`config.mk`:
```
export PLATFORM = sky130hd
export DESIGN_NAME = wdr_seq
export DESIGN_NICKNAME = d
export VERILOG_FILES = /design/src/sv/wdr_pkg.sv /design/src/sv/wdr_seq.sv
export SDC_FILE = /design/constraint.sdc
export NUM_CORES = 1
export LEC_CHECK = 0
export ABC_CLOCK_PERIOD_IN_PS = 6500
export BUFFER_PORTS_ARGS = -buffer_cell sky130_fd_sc_hd__buf_2
export CAP_MARGIN = 10
export CORE_ASPECT_RATIO = 0.9
export CORE_MARGIN = 3
export CORE_UTILIZATION = 40
export DETAILED_ROUTE_END_ITERATION = 8
export GPL_TIMING_DRIVEN = 0
export RECOVER_POWER = 25
export SYNTH_ARGS = -nofsm -noshare
export SYNTH_HDL_FRONTEND = slang
export SYNTH_SLANG_ARGS = --single-unit
```
`constraint.sdc`:
```
create_clock -name clk -period 6.5 [get_ports clk]
set_input_delay 0.325 -clock clk [delete_from_list [all_inputs] [get_ports clk]]
set_output_delay 0.325 -clock clk [all_outputs]
set_load 0.02 [all_outputs]
```
`src/sv/wdr_pkg.sv`:
```
`default_nettype none
// ----------------------------------------------------------------------------
// wdr_pkg
// Shared types, codes and the control program of the weighted draw block.
// ----------------------------------------------------------------------------
package wdr_pkg;

    localparam int WEIGHT_W   = 24;
    localparam int FRACTION_W = 32;
    localparam int PERSON_W   = 10;

    typedef enum logic [1:0] {
        CMD_LOAD  = 2'd0,
        CMD_FIRST = 2'd1,
        CMD_NEXT  = 2'd2,
        CMD_CLEAR = 2'd3
    } command_t;

    typedef enum logic [1:0] {
        ST_DONE    = 2'd0,
        ST_NEW     = 2'd1,
        ST_SEEN    = 2'd2,
        ST_REFUSED = 2'd3
    } status_t;

    typedef struct packed {
        command_t                command;
        logic [WEIGHT_W-1:0]     weight;
        logic [FRACTION_W-1:0]   random_fraction;
    } draw_cmd_t;

    typedef struct packed {
        logic [PERSON_W-1:0] person;
        status_t             status;
    } draw_res_t;

    // Datapath action selected by one control word
    typedef enum logic [3:0] {
        ACT_NOP     = 4'd0,
        ACT_LATCH   = 4'd1,
        ACT_MUL_LO  = 4'd2,
        ACT_MUL_HI  = 4'd3,
        ACT_TARGET  = 4'd4,
        ACT_ISSUE   = 4'd5,
        ACT_SEARCH  = 4'd6,
        ACT_FLAG_RD = 4'd7,
        ACT_MARK    = 4'd8,
        ACT_LOAD    = 4'd9,
        ACT_CLEAR   = 4'd10,
        ACT_REFUSE  = 4'd11
    } act_t;

    // Jump condition of one control word
    typedef enum logic [2:0] {
        COND_NEXT     = 3'd0,
        COND_ALWAYS   = 3'd1,
        COND_IS_LOAD  = 3'd2,
        COND_IS_CLEAR = 3'd3,
        COND_EMPTY    = 3'd4,
        COND_LO_EQ_HI = 3'd5,
        COND_MORE     = 3'd6
    } cond_t;

    localparam int STEP_W = 4;
    typedef logic [STEP_W-1:0] step_t;

    localparam step_t STEP_FETCH     = 4'd0;
    localparam step_t STEP_DEC_LOAD  = 4'd1;
    localparam step_t STEP_DEC_CLEAR = 4'd2;
    localparam step_t STEP_DEC_EMPTY = 4'd3;
    localparam step_t STEP_MUL_LO    = 4'd4;
    localparam step_t STEP_MUL_HI    = 4'd5;
    localparam step_t STEP_TARGET    = 4'd6;
    localparam step_t STEP_ISSUE     = 4'd7;
    localparam step_t STEP_SEARCH    = 4'd8;
    localparam step_t STEP_FLAG_RD   = 4'd9;
    localparam step_t STEP_MARK      = 4'd10;
    localparam step_t STEP_LOAD      = 4'd11;
    localparam step_t STEP_CLEAR     = 4'd12;
    localparam step_t STEP_REFUSE    = 4'd13;

    typedef struct packed {
        act_t  act;
        logic  emit;
        cond_t cond;
        step_t target;
    } ucode_word_t;

    typedef struct packed {
        act_t act;
        logic go;
        logic emit;
    } dp_ctrl_t;

    typedef struct packed {
        logic is_load;
        logic is_clear;
        logic empty;
        logic lo_eq_hi;
        logic more;
        logic out_free;
    } dp_status_t;

    // Control program: one word per step
    function automatic ucode_word_t ucode_rom(input step_t step);
        ucode_word_t w;
        w = '{act: ACT_NOP, emit: 1'b0, cond: COND_ALWAYS, target: STEP_FETCH};
        case (step)
            STEP_FETCH:     w = '{ACT_LATCH,   1'b0, COND_NEXT,     STEP_FETCH};
            STEP_DEC_LOAD:  w = '{ACT_NOP,     1'b0, COND_IS_LOAD,  STEP_LOAD};
            STEP_DEC_CLEAR: w = '{ACT_NOP,     1'b0, COND_IS_CLEAR, STEP_CLEAR};
            STEP_DEC_EMPTY: w = '{ACT_NOP,     1'b0, COND_EMPTY,    STEP_REFUSE};
            STEP_MUL_LO:    w = '{ACT_MUL_LO,  1'b0, COND_NEXT,     STEP_FETCH};
            STEP_MUL_HI:    w = '{ACT_MUL_HI,  1'b0, COND_NEXT,     STEP_FETCH};
            STEP_TARGET:    w = '{ACT_TARGET,  1'b0, COND_NEXT,     STEP_FETCH};
            STEP_ISSUE:     w = '{ACT_ISSUE,   1'b0, COND_LO_EQ_HI, STEP_FLAG_RD};
            STEP_SEARCH:    w = '{ACT_SEARCH,  1'b0, COND_MORE,     STEP_SEARCH};
            STEP_FLAG_RD:   w = '{ACT_FLAG_RD, 1'b0, COND_NEXT,     STEP_FETCH};
            STEP_MARK:      w = '{ACT_MARK,    1'b1, COND_ALWAYS,   STEP_FETCH};
            STEP_LOAD:      w = '{ACT_LOAD,    1'b1, COND_ALWAYS,   STEP_FETCH};
            STEP_CLEAR:     w = '{ACT_CLEAR,   1'b1, COND_ALWAYS,   STEP_FETCH};
            STEP_REFUSE:    w = '{ACT_REFUSE,  1'b1, COND_ALWAYS,   STEP_FETCH};
            default:        w = '{ACT_NOP,     1'b0, COND_ALWAYS,   STEP_FETCH};
        endcase
        return w;
    endfunction

endpackage
`default_nettype wire

```
`src/sv/wdr_seq.sv`:
```
`default_nettype none
// ----------------------------------------------------------------------------
// wdr_seq
// Step counter and control store; holds on input or output backpressure.
// ----------------------------------------------------------------------------
module wdr_seq (
    input  wire logic              clk,
    input  wire logic              rst_n,
    input  wire logic              cmd_valid,
    output logic                   cmd_stall,
    input  wire wdr_pkg::dp_status_t stat,
    output wdr_pkg::dp_ctrl_t      ctrl
);

    wdr_pkg::step_t       step_reg;
    wdr_pkg::step_t       step_next;
    wdr_pkg::ucode_word_t cw;
    logic                 hold;
    logic                 taken;

    always_comb
    begin
        cw = wdr_pkg::ucode_rom(step_reg);
    end

    // hold the fetch step until an item arrives, an emit step until the
    // output register is free
    always_comb
    begin
        hold = ((cw.act == wdr_pkg::ACT_LATCH) && !cmd_valid) ||
               (cw.emit && !stat.out_free);
    end

    always_comb
    begin
        case (cw.cond)
            wdr_pkg::COND_NEXT:     taken = 1'b0;
            wdr_pkg::COND_ALWAYS:   taken = 1'b1;
            wdr_pkg::COND_IS_LOAD:  taken = stat.is_load;
            wdr_pkg::COND_IS_CLEAR: taken = stat.is_clear;
            wdr_pkg::COND_EMPTY:    taken = stat.empty;
            wdr_pkg::COND_LO_EQ_HI: taken = stat.lo_eq_hi;
            wdr_pkg::COND_MORE:     taken = stat.more;
            default:                taken = 1'b0;
        endcase
    end

    always_comb
    begin
        if (hold)
        begin
            step_next = step_reg;
        end
        else if (taken)
        begin
            step_next = cw.target;
        end
        else
        begin
            step_next = step_reg + wdr_pkg::step_t'(1);
        end
    end

    always_comb
    begin
        ctrl.act  = cw.act;
        ctrl.go   = !hold;
        ctrl.emit = cw.emit;
        cmd_stall = (cw.act != wdr_pkg::ACT_LATCH);
    end

    always_ff @(posedge clk or negedge rst_n)
    begin
        if (!rst_n)
        begin
            step_reg <= wdr_pkg::STEP_FETCH;
        end
        else
        begin
            step_reg <= step_next;
        end
    end

endmodule
`default_nettype wire

```
* Yosys cells after proc, flatten, opt, wreduce, memory -nomap -nowiden
Memory sizes are Yosys's and may differ from the RTL's.
Cells that the tools add are included.
** Storage, ports and cells
- Register bits after elaboration :: 4
- Latch bits :: 0
- RAM bits :: 0
- ROM bits :: 192
- Input port bits :: 9
- Output and inout port bits :: 7
- Word-level logic and storage cells :: 19
- Memories kept :: 1
** Memory list
- (name not given) :: depth 16, width 12, rd ports 1, clocked after Yosys merged registers in 0, wr ports 0, RTL line wdr_pkg.sv:108 : case (step)
** Cells by class
- $add $sub $neg :: 1
- Multiply operators :: 0
- Divide/modulo/power cells :: 0
- Magnitude comparators :: 0
- Equality and inequality tests :: 8
- Shifts and indexed selects :: 0
- Mux-type cells :: 2
- Bitwise operators :: 0
- Reductions and logical operators :: 6
** Operators with widths (count)
- == test 3 bit (second input constant) :: 3
- == test 3 x 2 -> 1 bit (second input constant) :: 2
- case mux 1 bit (6 select lines) :: 1
- adder 4 x 1 -> 4 bit (second input constant) :: 1
- == test 4 x 1 -> 1 bit (second input constant) :: 1
- 2-to-1 mux 4 bit :: 1
- != test 4 x 1 -> 1 bit (second input constant) :: 1
- == test 3 x 1 -> 1 bit (second input constant) :: 1
- zero test 1 bit :: 3
- logical AND 1 bit :: 2
- logical OR 1 bit :: 1

* Longest topological paths before layout
Gate-level depths: netlist (run 1).
An unclocked memory read counts as a cell.
- Depth after elaboration :: 5
- Gate-level depth with buffers :: 9
- Gate-level depth less buffers :: 7

* Least setup slack after synthesis (run 1)
No wires, ideal clock.
- Path kind :: reg-to-reg
- From :: register step_reg[2]
- To :: register step_reg[0]
- Library setup time :: 0.121 ns
- Data arrival time :: 2.020 ns
- Required time :: 6.379 ns
- Setup slack :: 4.359 ns
- Cell stages (with the launch flop) :: 10
- Buffers on the path :: 2
- Clock period less this slack :: 2.141 ns
- Cell sequence :: dfrtp_1 > buf_2 > inv_1 > ha_1 > nor3b_1 > a21oi_1 > o32a_1 > buf_6 > and3_1 > a22o_1
** On the way
- Word-level cells in the longest chain between the ends :: 4
- Elaborated cells between the ends (all ways) :: 13
- Those cells by class :: eq/ne: 7; mux: 2; reduce/logical: 3; memory: 1
** RTL lines
- from (decl) :: RTL line wdr_seq.sv:15 : wdr_pkg::step_t step_reg;
- from (signal assigned) :: RTL line wdr_seq.sv:76 : step_reg <= wdr_pkg::STEP_FETCH;
- from (signal assigned) :: RTL line wdr_seq.sv:80 : step_reg <= step_next;
- memory (16 x 12 bit) (*)
- == test 3 bit (tied with other cells) :: RTL line wdr_seq.sv:36 : case (cw.cond)
- case mux 1 bit (6 select lines) / logical AND 1 bit (equally long branches) :: RTL line wdr_seq.sv:36, wdr_seq.sv:30
- 2-to-1 mux 4 bit / logical OR 1 bit (equally long branches) :: RTL line wdr_seq.sv:54, wdr_seq.sv:30
Every way passes the cells marked *; elsewhere a longest branch is shown, timed or not.
A chain may end at the register's enable or synchronous reset.

==> results.md, run 1 <==
Timing:
- The part of the cycle the worst path needs is 0.4038.
- Setup repair after global routing left no endpoint under its margin.
- At the pin with the least slew margin, the transition time is 0.4045 ns.
- Measured against its own limit, the worst slew margin works out to 0.7267.
- Setup violations remaining at the end of the flow were counted as 0.
- Adding up every negative setup slack in the final design gives 0 ns.
- The worst hold margin is 0.4429 ns.
- The final-report max-slew violation count is 0.
- The clock skew is 0.004717 ns.
- The clock period could shrink to 2.625 ns.
- The maximum clock frequency is 381.0 MHz.
- The setup slack after layout is 3.875 ns.
- The final-report hold violation count is 0.

Cells and area:
- The most frequent standard cell in the layout excluding fill and tap cells is buf_2.
- The number of fill cells is 161.
- At the end of the flow the core is filled with cells to 0.5266.
- The antenna diode instance count is 0.
- Of the cells placed in the final design, the portion with a size suffix greater than 1 is 0.2784.
- The flip-flop count of the largest register after layout is 4.
- In the layout the commonest cells are buf_2, ha_1, nor2_1.
- The number of nets in the layout is 117.
- Compared with the post-synthesis result, the final layout area differs by 20.74%.

Synth:
- The post-synthesis adder-cell area fraction is 0.1744.
- The Yosys step of the flow raised 0 warnings.
- The main combinational cell family by area after synthesis is compound AO/OA/AOI/OAI gates.
- The share of flip-flops with an asynchronous set or reset after synthesis is 1.000.
- The number of different library cells in the post-synthesis netlist is 39.
- Of the total synthesized cell area, the portion taken by AND, OR, NAND and NOR gates is 0.2578.
- Of the synthesized area, sequential elements account for 0.1550.
- The net count after synthesis is 96.
- Among all flip-flop cells after synthesis, the most frequent one is dfrtp_1.
- In this run, synthesis inferred 0 flip-flops with an integrated enable.
- After synthesis the cells add up to 645.6 um^2.
- The synthesized-area fraction occupied by ao, oa, aoi and oai cells was 0.2674.
- After synthesis, the share of cell area in mux cells is 0.03488.
- The post-synthesis share of cell area spent on xor and xnor gates is 0.02713.
- Counting every instance in the synthesized netlist gives 78.
- The average instance in the mapped netlist occupies 8.277 um^2.
- Synthesis inferred 4 register bits.

Global route:
- The via count of the first global-routing pass came to 573.
- For this run, the total global-route usage over all layers was measured as 0.1557.
- The leftover overflow at the end of global routing is 0.
- The first-pass GRT wire length is 2601 um.
- The initial antenna violation count came to 0.
- The maximum number of pins on one net before global-route repair is 11.

Worst setup path:
- The sum of buffers and inverters on the critical path is 4.
- In this run the worst path has a maximum fanout of 10.
- The family with the most delay on the worst path is buffers and inverters.
- The signal on the critical path passes through buf_2 > inv_1 > ha_1 > nor3b_1 > a21oi_1 > o32a_1 > buf_6 > buf_2.
- The worst flop-to-flop path startpoint is step_reg[2]$_DFFE_PN0P_.
- The arrival time reported for the critical path endpoint is 2.30 ns.
- The logic depth of the worst setup path including buffers is 8.
- The cell with the biggest individual delay on the critical path is dfrtp_1.
- STA classifies the critical path endpoint as a primary output.
- The most critical setup path has its startpoint at step_reg[2]$_DFFE_PN0P_.
- The category of the critical setup timing path is flip-flop to primary output.
- The required time at the worst-slack endpoint is 6.17 ns.
- The startpoint class of the critical path is a flip-flop.
- The delay of the slowest cell on the worst path is 0.52 ns.
- The cell that appears most often on the critical path is buf_2.
- The reg-to-reg setup timing slack is 4.11 ns.
- In this run the critical register-to-register path is captured at step_reg[0]$_DFFE_PN0P_.
- The worst reg-to-reg path cell count is 9.

Clocking:
- The root buffer selected by CTS is clkbuf_4.
- Gates resized during post-CTS repair numbered 0.
- The number of buffers inserted by post-CTS setup repair is 0.
- The TritonCTS sink count is 4.
- After clock tree synthesis, the clock-pin slew on the worst setup and hold paths is 0.04 ns.
- In this run, CTS created clock tree buffers numbering 3.
- The source-to-sink clock delay at the later pin of the worst-skew pair is 0.23 ns.
- The maximum clock path buffer count is 2.
- The maximum level of the CTS H-tree is 1.
- TritonCTS built the clock tree.

Drt:
- The count of nets left with antenna violations once routing finished came out at 0.
- In the final routed layout, each cell accounts on average for 12.64 um.
- The first TritonRoute pass finished after 4 iterations.
- The final routed wirelength across all metal layers is 1504 um.
- The total via count in the routed design is 644.
- For this block, the initial DRC count from the detailed router was 13.
- The detail-routed via count per cell is 5.412.
- The post-detailed-route DRC marker count is 0.

Placement:
- The placer congestion estimate is 0.7963.
- Port buffering added 15 buffers.
- Prior to clock tree synthesis, the placed netlist has a worst setup slack of 4.127 ns.
- The wire-length estimate of the detail-placed layout is 1177 um.

Floorplanning:
- The effective utilization at floorplan is 0.4362.
- The die height is 44.12 um.
- The initialized floorplan defines 13 standard-cell rows.
- The die is 48.35 um wide.
- Pin placement for this block handled 16 I/O pins.
- The overall die area is 2133 um^2.
- The core region is 1480 um^2.

Run status:
- The run finished with clean final reports.

Job:
- The count of max-cap constraint violations is 0.

Worst hold path:
- The worst hold path belongs to the class primary input to async pin.
## cell families (layout without fill, tap and decap cells)
family                   Yosys count  in the layout
AND/OR/NAND/NOR                   29             29
AO/OA/AOI/OAI                     22             22
buffers and inverters             10             29
adder cells (fa/ha/maj)            9              9
flip-flops                         4              4
XOR/XNOR                           2              2
multiplexers                       2              2
## worst max-delay path by stage
stage / endpoint
after global routing: ctrl[1]
after CTS: ctrl[1]
final: ctrl[1]
after detailed placement: step_reg[0]$_DFFE_PN0P_
after global placement: ctrl[1]
after floorplan: step_reg[0]$_DFFE_PN0P_
## timing repair
| action | in CTS | in global routing |
|---|---|---|
| endpoints found under the hold margin | 4 | 0 |
| hold buffers | 1 | 0 |
| endpoints found under the setup margin | 0 | 0 |
## layout make-up
| class | instances | area [um^2] | share of cell area |
|---|---|---|---|
| Clock buffer | 3 | 22.52 | 0.02889 |
| Inverter | 5 | 18.77 | 0.02408 |
| Buffer | 5 | 35.03 | 0.04494 |
| Sequential cell | 4 | 100.1 | 0.1284 |
| Timing Repair Buffer | 16 | 83.83 | 0.1075 |
| Tap cell | 22 | 27.53 | 0.03531 |
| Multi-Input combinational cell | 64 | 491.7 | 0.6308 |
## cell usage after synthesis, types with 3 or more instances
cell | n | area share
nand3_1 | 4 | 0.031
inv_1 | 5 | 0.029
o21ai_0 | 3 | 0.023
nand2b_1 | 3 | 0.029
nand2_1 | 3 | 0.017
dfrtp_1 | 4 | 0.16
o211ai_1 | 4 | 0.047
nor2_1 | 6 | 0.035
ha_1 | 9 | 0.17
## layer usage
layer | vias up | wire length, um | GRT usage
met3 | 0 | 55 | 0.04377
li1 | 328 | - | -
met4 | 0 | 0 | 0.01705
met5 | - | 0 | 0
met1 | 303 | 765 | 0.2168
met2 | 13 | 683 | 0.2500
## per-stage QoR
step | area, um^2 | instances
detailed placement | 748.2 | 115
global placement | 748.2 | 115
finish | 779.5 | 119
floorplan | 645.6 | 78
CTS | 780.7 | 119
global route | 779.5 | 119
Power of run 1 is left out: the tool's default activity adds up to more than one toggle a clock period on the data nets, which glitch-free logic cannot reach.
==> run 2, diff against run 1 <==
Settings changed: ABC_CLOCK_PERIOD_IN_PS 6500 to 2200, PLACE_DENSITY set to 0.65.
Clock period 6.5 ns to 2.2 ns, I/O delays scaled along.
==> run 2 against run 1 <==
Compared with the run above:
- first-iteration DRC count is 15% higher
- highest routed layer unchanged
- critical endpoint unchanged
- critical path type unchanged
- non-clock buffer count is 2 higher
- critical path depth stayed put
==> results.md, run 2 (same netlist as run 1, synthesis figures left out) <==
Cells and area:
- The share of post-route cells with drive strength above 1 is 0.3333 (+0.05498).
- The end-of-flow core utilization came to 0.5452 (+0.01860).
- The number of nets in the layout is 119 (+1.7%).
- The antenna diode instance count is 0 (unchanged).
- In the layout the commonest cells are buf_2, ha_1, nor2_1.
- The library cell used most frequently in the layout, excluding fill and tap cells, is buf_2.
- Compared with the post-synthesis result, the final layout area differs by 25.00%.
- The flip-flop count of the largest register after layout is 4 (unchanged).
- The area of all placed cells without fillers is 807.0 um^2 (+3.5%).

Clocking:
- The maximum clock path buffer count is 2 (unchanged).
- The TritonCTS sink count was 4 (unchanged).
- The clock buffer count from CTS was 3 (unchanged).
- TritonCTS built the clock tree.
- The clock transition time at the flip-flop clock pins of the worst setup and hold paths was 0.04 ns (about the same).
- The source-to-sink clock delay at the later pin of the worst-skew pair is 0.23 ns (about the same).
- The tree is rooted in a clkbuf_4.
- The maximum level of the CTS H-tree is 1 (unchanged).

Timing:
- The headroom to the max-slew limit is 0.7097 (-0.01694).
- The final setup violation count is 0 (unchanged).
- The slew at the pin with the worst max-slew slack was 0.4295 ns (+0.02507 ns).
- The setup TNS after final layout came to 0 ns (unchanged).
- The final-report max-slew violation count is 0 (unchanged).
- The final-report hold violation count is 0 (unchanged).
- The worst hold margin is 0.2330 ns (-0.2099 ns).
- The clock period could shrink to 2.091 ns.
- Setup repair after global routing left no endpoint under its margin.
- Of the available clock period, the critical path in the final layout requires 0.9503.
- The clock skew came to 0.002111 ns (-0.002606 ns).
- The maximum clock frequency is 478.3 MHz.

Worst setup path:
- Traced cell by cell, the critical path runs through buf_6 > inv_1 > ha_1 > nor3b_1 > a21oi_1 > o32a_1 > buf_6 > buf_2.
- The worst flop-to-flop path startpoint is step_reg[2]$_DFFE_PN0P_.
- STA classifies the critical path startpoint as a flip-flop.
- The capture point of the worst reg-to-reg path is step_reg[0]$_DFFE_PN0P_.
- The delay of the slowest cell on the worst path is 0.39 ns (-0.13 ns).
- The arrival time reported for the critical path endpoint came to 1.98 ns (-0.32 ns).
- The required time at the worst-slack endpoint was 2.09 ns (-4.08 ns).
- The cell with the biggest individual delay on the critical path is dfrtp_2.
- The cell that appears most often on the critical path is buf_6.
- The family with the most delay on the worst path is buffers and inverters.
- The type of destination of the critical path is a primary output.
- The worst reg-to-reg path cell count came to 9 (unchanged).
- The largest fanout on the critical path is 10 (unchanged).
- The logic depth of the worst setup path including buffers came to 8 (unchanged).
- The sum of buffers and inverters on the critical path is 4 (unchanged).
- The critical path is of the flip-flop to primary output type.
- The reg-to-reg setup timing slack came to 0.14 ns (-3.97 ns).
- The most critical setup path has its startpoint at step_reg[2]$_DFFE_PN0P_.

Drt:
- The total via count in the routed design was 654 (+1.6%).
- The remaining antenna violation count after routing was 0 (unchanged).
- The routed length per placed instance came to 12.75 um (+0.90%).
- The detail-routed via count per cell is 5.405 (-0.13%).
- The number of search-and-repair iterations in the first detailed-routing pass was 4 (unchanged).
- The final routed wirelength across all metal layers was 1543 um (+2.6%).
- The first-iteration detailed-routing DRC count is 15 (+2).
- The post-detailed-route DRC marker count is 0 (unchanged).

Global route:
- The total routing usage reported by global routing is 0.1585 (+0.002808).
- The leftover overflow at the end of global routing is 0 (unchanged).
- The via count of the first global-routing pass is 602 (+5.1%).
- The first-pass GRT wire length is 2677 um (+2.9%).
- The initial antenna violation count is 0 (unchanged).
- The maximum number of pins on one net before global-route repair came to 11 (unchanged).

Placement:
- The count of input and output buffers is 15 (unchanged).
- The placer congestion estimate came to 0.7641 (-4.0%).
- The placed wire-length estimate came to 1123 um (-4.6%).
- The placement-stage cell area was 748.2 um^2 (unchanged).

Floorplanning:
- The die height is 44.12 um (unchanged).
- The I/O pin count is 16 (unchanged).
- The core region area is 1480 um^2 (unchanged).
- The die extent in x is 48.35 um (unchanged).
- The number of rows in the core area is 13 (unchanged).
- The effective utilization at floorplan is 0.4362 (unchanged).
- The overall die area is 2133 um^2 (unchanged).

Job:
- The count of max-cap constraint violations is 0 (unchanged).

Worst hold path:
- The type of the tightest min-delay check is primary input to async pin.

Run status:
- The flow ran to the end, and the final reports show no timing, DRC or antenna violations.
[run 2: final cells by class]
| cell class | count | area (um^2) |
|---|---|---|
| buffer | 5 | 41.29 |
| timing repair buffer | 18 | 98.84 |
| inverter | 5 | 18.77 |
| fill | 146 | 673.1 |
| clock buffer | 3 | 22.52 |
| multi-input combinational | 64 | 494.2 |
| tap | 22 | 27.53 |
| sequential | 4 | 103.9 |
[run 2: routing by layer]
layer	up-vias	global-route usage	wire length, um
met4	0	0.06818	0
met5	-	0	0
met1	300	0.2367	791
met3	0	0.02020	60
met2	23	0.2280	692
li1	331	-	-
[run 2: worst register-to-register path: stages (launching register included)]
cell,delay [ns]
dfrtp_2,0.39
buf_6,0.15
inv_1,0.06
ha_1,0.29
nor3b_1,0.17
a21oi_1,0.10
o32a_1,0.30
buf_6,0.14
and3_1,0.16
a22o_1,0.19
[run 2: worst max-delay path by stage]
stage | to
finish | ctrl[1]
global route | ctrl[1]
CTS | step_reg[0]$_DFFE_PN0P_
detailed placement | step_reg[0]$_DFFE_PN0P_
global placement | step_reg[0]$_DFFE_PN0P_
floorplan | step_reg[0]$_DFFE_PN0P_
[run 2: through the flow]
stage	instances	worst slack (ns)
floorplan	78	0.05900
global placement	115	-0.1506
detailed placement	115	-0.1465
CTS	120	0.05032
global route	121	0.02032
finish	121	0.1094
[run 2: what timing repair did]
| action | 4_1_cts | 5_1_grt |
|---|---|---|
| hold endpoints to repair | 4 | 0 |
| buffers inserted | 1 | 1 |
| endpoints found under the setup margin | 3 | 3 |
| hold buffers | 1 | 0 |
| resized for setup | 3 | 3 |
Power of run 2 is left out for the same reason.
==> run 3, diff against run 2 <==
Settings changed: ABC_CLOCK_PERIOD_IN_PS 2200 to 2000, PLACE_DENSITY 0.65 to not set.
Clock period 2.2 ns to 2 ns, I/O delays scaled along.
==> run 3 against run 2 <==
Compared with the run above:
- die area stayed put
- setup slack got worse by 0.069 ns
- count of clock-buffer cells in the layout increased by 1
- worst hold slack got worse by 0.013 ns
- register-to-register slack worse by 0.099 ns
- first-iteration DRC count is 6.7% higher
- final area grew 20%
- critical endpoint is now step_reg[0]$_DFFE_PN0P_
==> results.md, run 3 (same netlist as run 1, synthesis figures left out) <==
Run status:
- The run finished with clean final reports.

Floorplanning:
- The die extent in x is 48.35 um (unchanged).
- The I/O pin count was 16 (unchanged).
- The core region area is 1480 um^2 (unchanged).
- The overall die area is 2133 um^2 (unchanged).
- The number of rows in the core area is 13 (unchanged).
- The die height is 44.12 um (unchanged).
- The effective utilization at floorplan was 0.4362 (unchanged).

Global route:
- The via count of the first global-routing pass came to 628 (+4.3%).
- The maximum number of pins on one net before global-route repair is 11 (unchanged).
- The leftover overflow at the end of global routing is 0 (unchanged).
- The initial antenna violation count is 0 (unchanged).
- The total routing usage reported by global routing is 0.1732 (+0.01474).
- The first-pass GRT wire length is 2904 um (+8.5%).

Worst setup path:
- The worst flop-to-flop path startpoint is step_reg[1]$_DFFE_PN0P_.
- The startpoint class of the critical path is a flip-flop.
- The required time at the worst-slack endpoint is 2.11 ns (+0.02 ns).
- The type of destination of the critical path is a flip-flop.
- The worst register-to-register path ends at step_reg[0]$_DFFE_PN0P_.
- The worst reg-to-reg path cell count is 6 (-3).
- The largest fanout on the critical path is 5 (-5).
- The arrival time reported for the critical path endpoint came to 2.07 ns (+0.09 ns).
- The origin of the worst setup path is step_reg[1]$_DFFE_PN0P_.
- The reg-to-reg setup timing slack came to 0.04 ns (-0.10 ns).
- By startpoint and endpoint, the worst setup path is classified as flip-flop to flip-flop.

Clocking:
- The TritonCTS sink count is 4 (unchanged).
- The clock buffer count from CTS is 3 (unchanged).
- The maximum level of the CTS H-tree is 1 (unchanged).
- The clock transition time at the flip-flop clock pins of the worst setup and hold paths is 0.04 ns (about the same).
- The root buffer selected by CTS is clkbuf_4.
- The CTS tree is yes.
- The source-to-sink clock delay at the later pin of the worst-skew pair is 0.23 ns (about the same).
- The maximum clock path buffer count is 2 (unchanged).

Drt:
- The number of search-and-repair iterations in the first detailed-routing pass is 4 (unchanged).
- The remaining antenna violation count after routing is 0 (unchanged).
- The routed length per placed instance is 13.83 um (+8.5%).
- The detail-routed via count per cell is 5.331 (-1.4%).
- The total via count in the routed design came to 693 (+6.0%).
- The final routed wirelength across all metal layers is 1798 um (+17%).
- The post-detailed-route DRC marker count was 0 (unchanged).
- The first-iteration detailed-routing DRC count was 16 (+1).

Timing:
- The slew at the pin with the worst max-slew slack was 0.3936 ns (-0.03589 ns).
- Setup repair after global routing could not meet its margin everywhere.
- The final setup violation count is 0 (unchanged).
- The clock skew was 0.007578 ns (+0.005467 ns).
- The headroom to the max-slew limit came to 0.7376 (+0.02783).
- The maximum clock frequency is 510.4 MHz.
- The final-report max-slew violation count is 0 (unchanged).
- Counting I/O delays and the setup requirement, the final critical path takes 1.959 ns.
- The part of the cycle the worst path needs is 0.9796.
- The setup TNS after final layout was 0 ns (unchanged).
- The final-report hold violation count is 0 (unchanged).

Worst hold path:
- The min-delay analysis places its worst path in the category primary input to async pin.

Cells and area:
- The non-filler instance count after layout came to 130 (+7.4%).
- The flip-flop count of the largest register after layout was 4 (unchanged).
- The most frequent standard cell in the layout excluding fill and tap cells is buf_2.
- The number of nets in the layout was 127 (+6.7%).
- The antenna diode instance count is 0 (unchanged).
- The growth of design area from synthesis to finish is 50.19%.
- The area of all placed cells without fillers is 969.7 um^2 (+20%).
- The share of post-route cells with drive strength above 1 was 0.5000 (+0.1667).
- In the layout the commonest cells are buf_2, buf_4, nor2_1.

Placement:
- The placed wire-length estimate is 1154 um (+2.7%).
- The placer congestion estimate is 0.7572 (-0.90%).
- The placement-stage cell area is 773.2 um^2 (+3.3%).
- The total instance count after detailed placement is 115 (unchanged).
- The count of input and output buffers is 15 (unchanged).

Job:
- The count of max-cap constraint violations came to 0 (unchanged).
[run 3: how the worst max path moves through the flow]
stage                              end  slack, ns
2_1_floorplan  step_reg[0]$_DFFE_PN0P_       0.01
5_1_grt        step_reg[0]$_DFFE_PN0P_      -0.04
6_report       step_reg[0]$_DFFE_PN0P_       0.04
3_5_place_dp   step_reg[0]$_DFFE_PN0P_      -0.21
3_3_place_gp   step_reg[0]$_DFFE_PN0P_      -0.22
4_1_cts                        ctrl[1]     -0.008
[run 3: worst max-delay path: stages (launching register included)]
cell and delay (ns):
dfrtp_2 0.45, ha_4 0.21, mux2_4 0.31, a211oi_2 0.27, o211a_1 0.25, o211ai_1 0.11
a22o_1 0.24
[run 3: metrics by stage]
stage                     worst slack (ns)  utilization  hold slack, ns
after global placement             -0.2197       0.5224        -0.09604
after detailed placement           -0.2143       0.5224        -0.09683
final                              0.04077       0.6551          0.2203
after CTS                        -0.008015       0.5985          0.1847
after floorplan                    0.01471            -         -0.1956
after global routing              -0.03827       0.6551          0.2415
[run 3: layout make-up]
cell class,instances,area (um^2)
multi-input cells,64,578.1
well taps,22,27.53
plain buffers,5,41.29
repair buffers,26,168.9
clock buffers,4,26.28
inverters,5,23.77
fillers,130,510.5
flip-flops and latches,4,103.9
[run 3: what timing repair did]
action	CTS	global route
pin swaps	5	7
buffers inserted	7	3
hold buffers	1	0
hold endpoints to repair	4	0
setup endpoints to repair	5	5
resized for setup	9	13
[run 3: metal layers]
| layer | part of all wire | GRT usage |
|---|---|---|
| met1 | 0.48 | 0.2577 |
| met2 | 0.48 | 0.2582 |
| met3 | 0.036 | 0.02694 |
| met4 | 0.0078 | 0.05114 |
| met5 | 0 | 0 |
Power of run 3 is left out for the same reason.
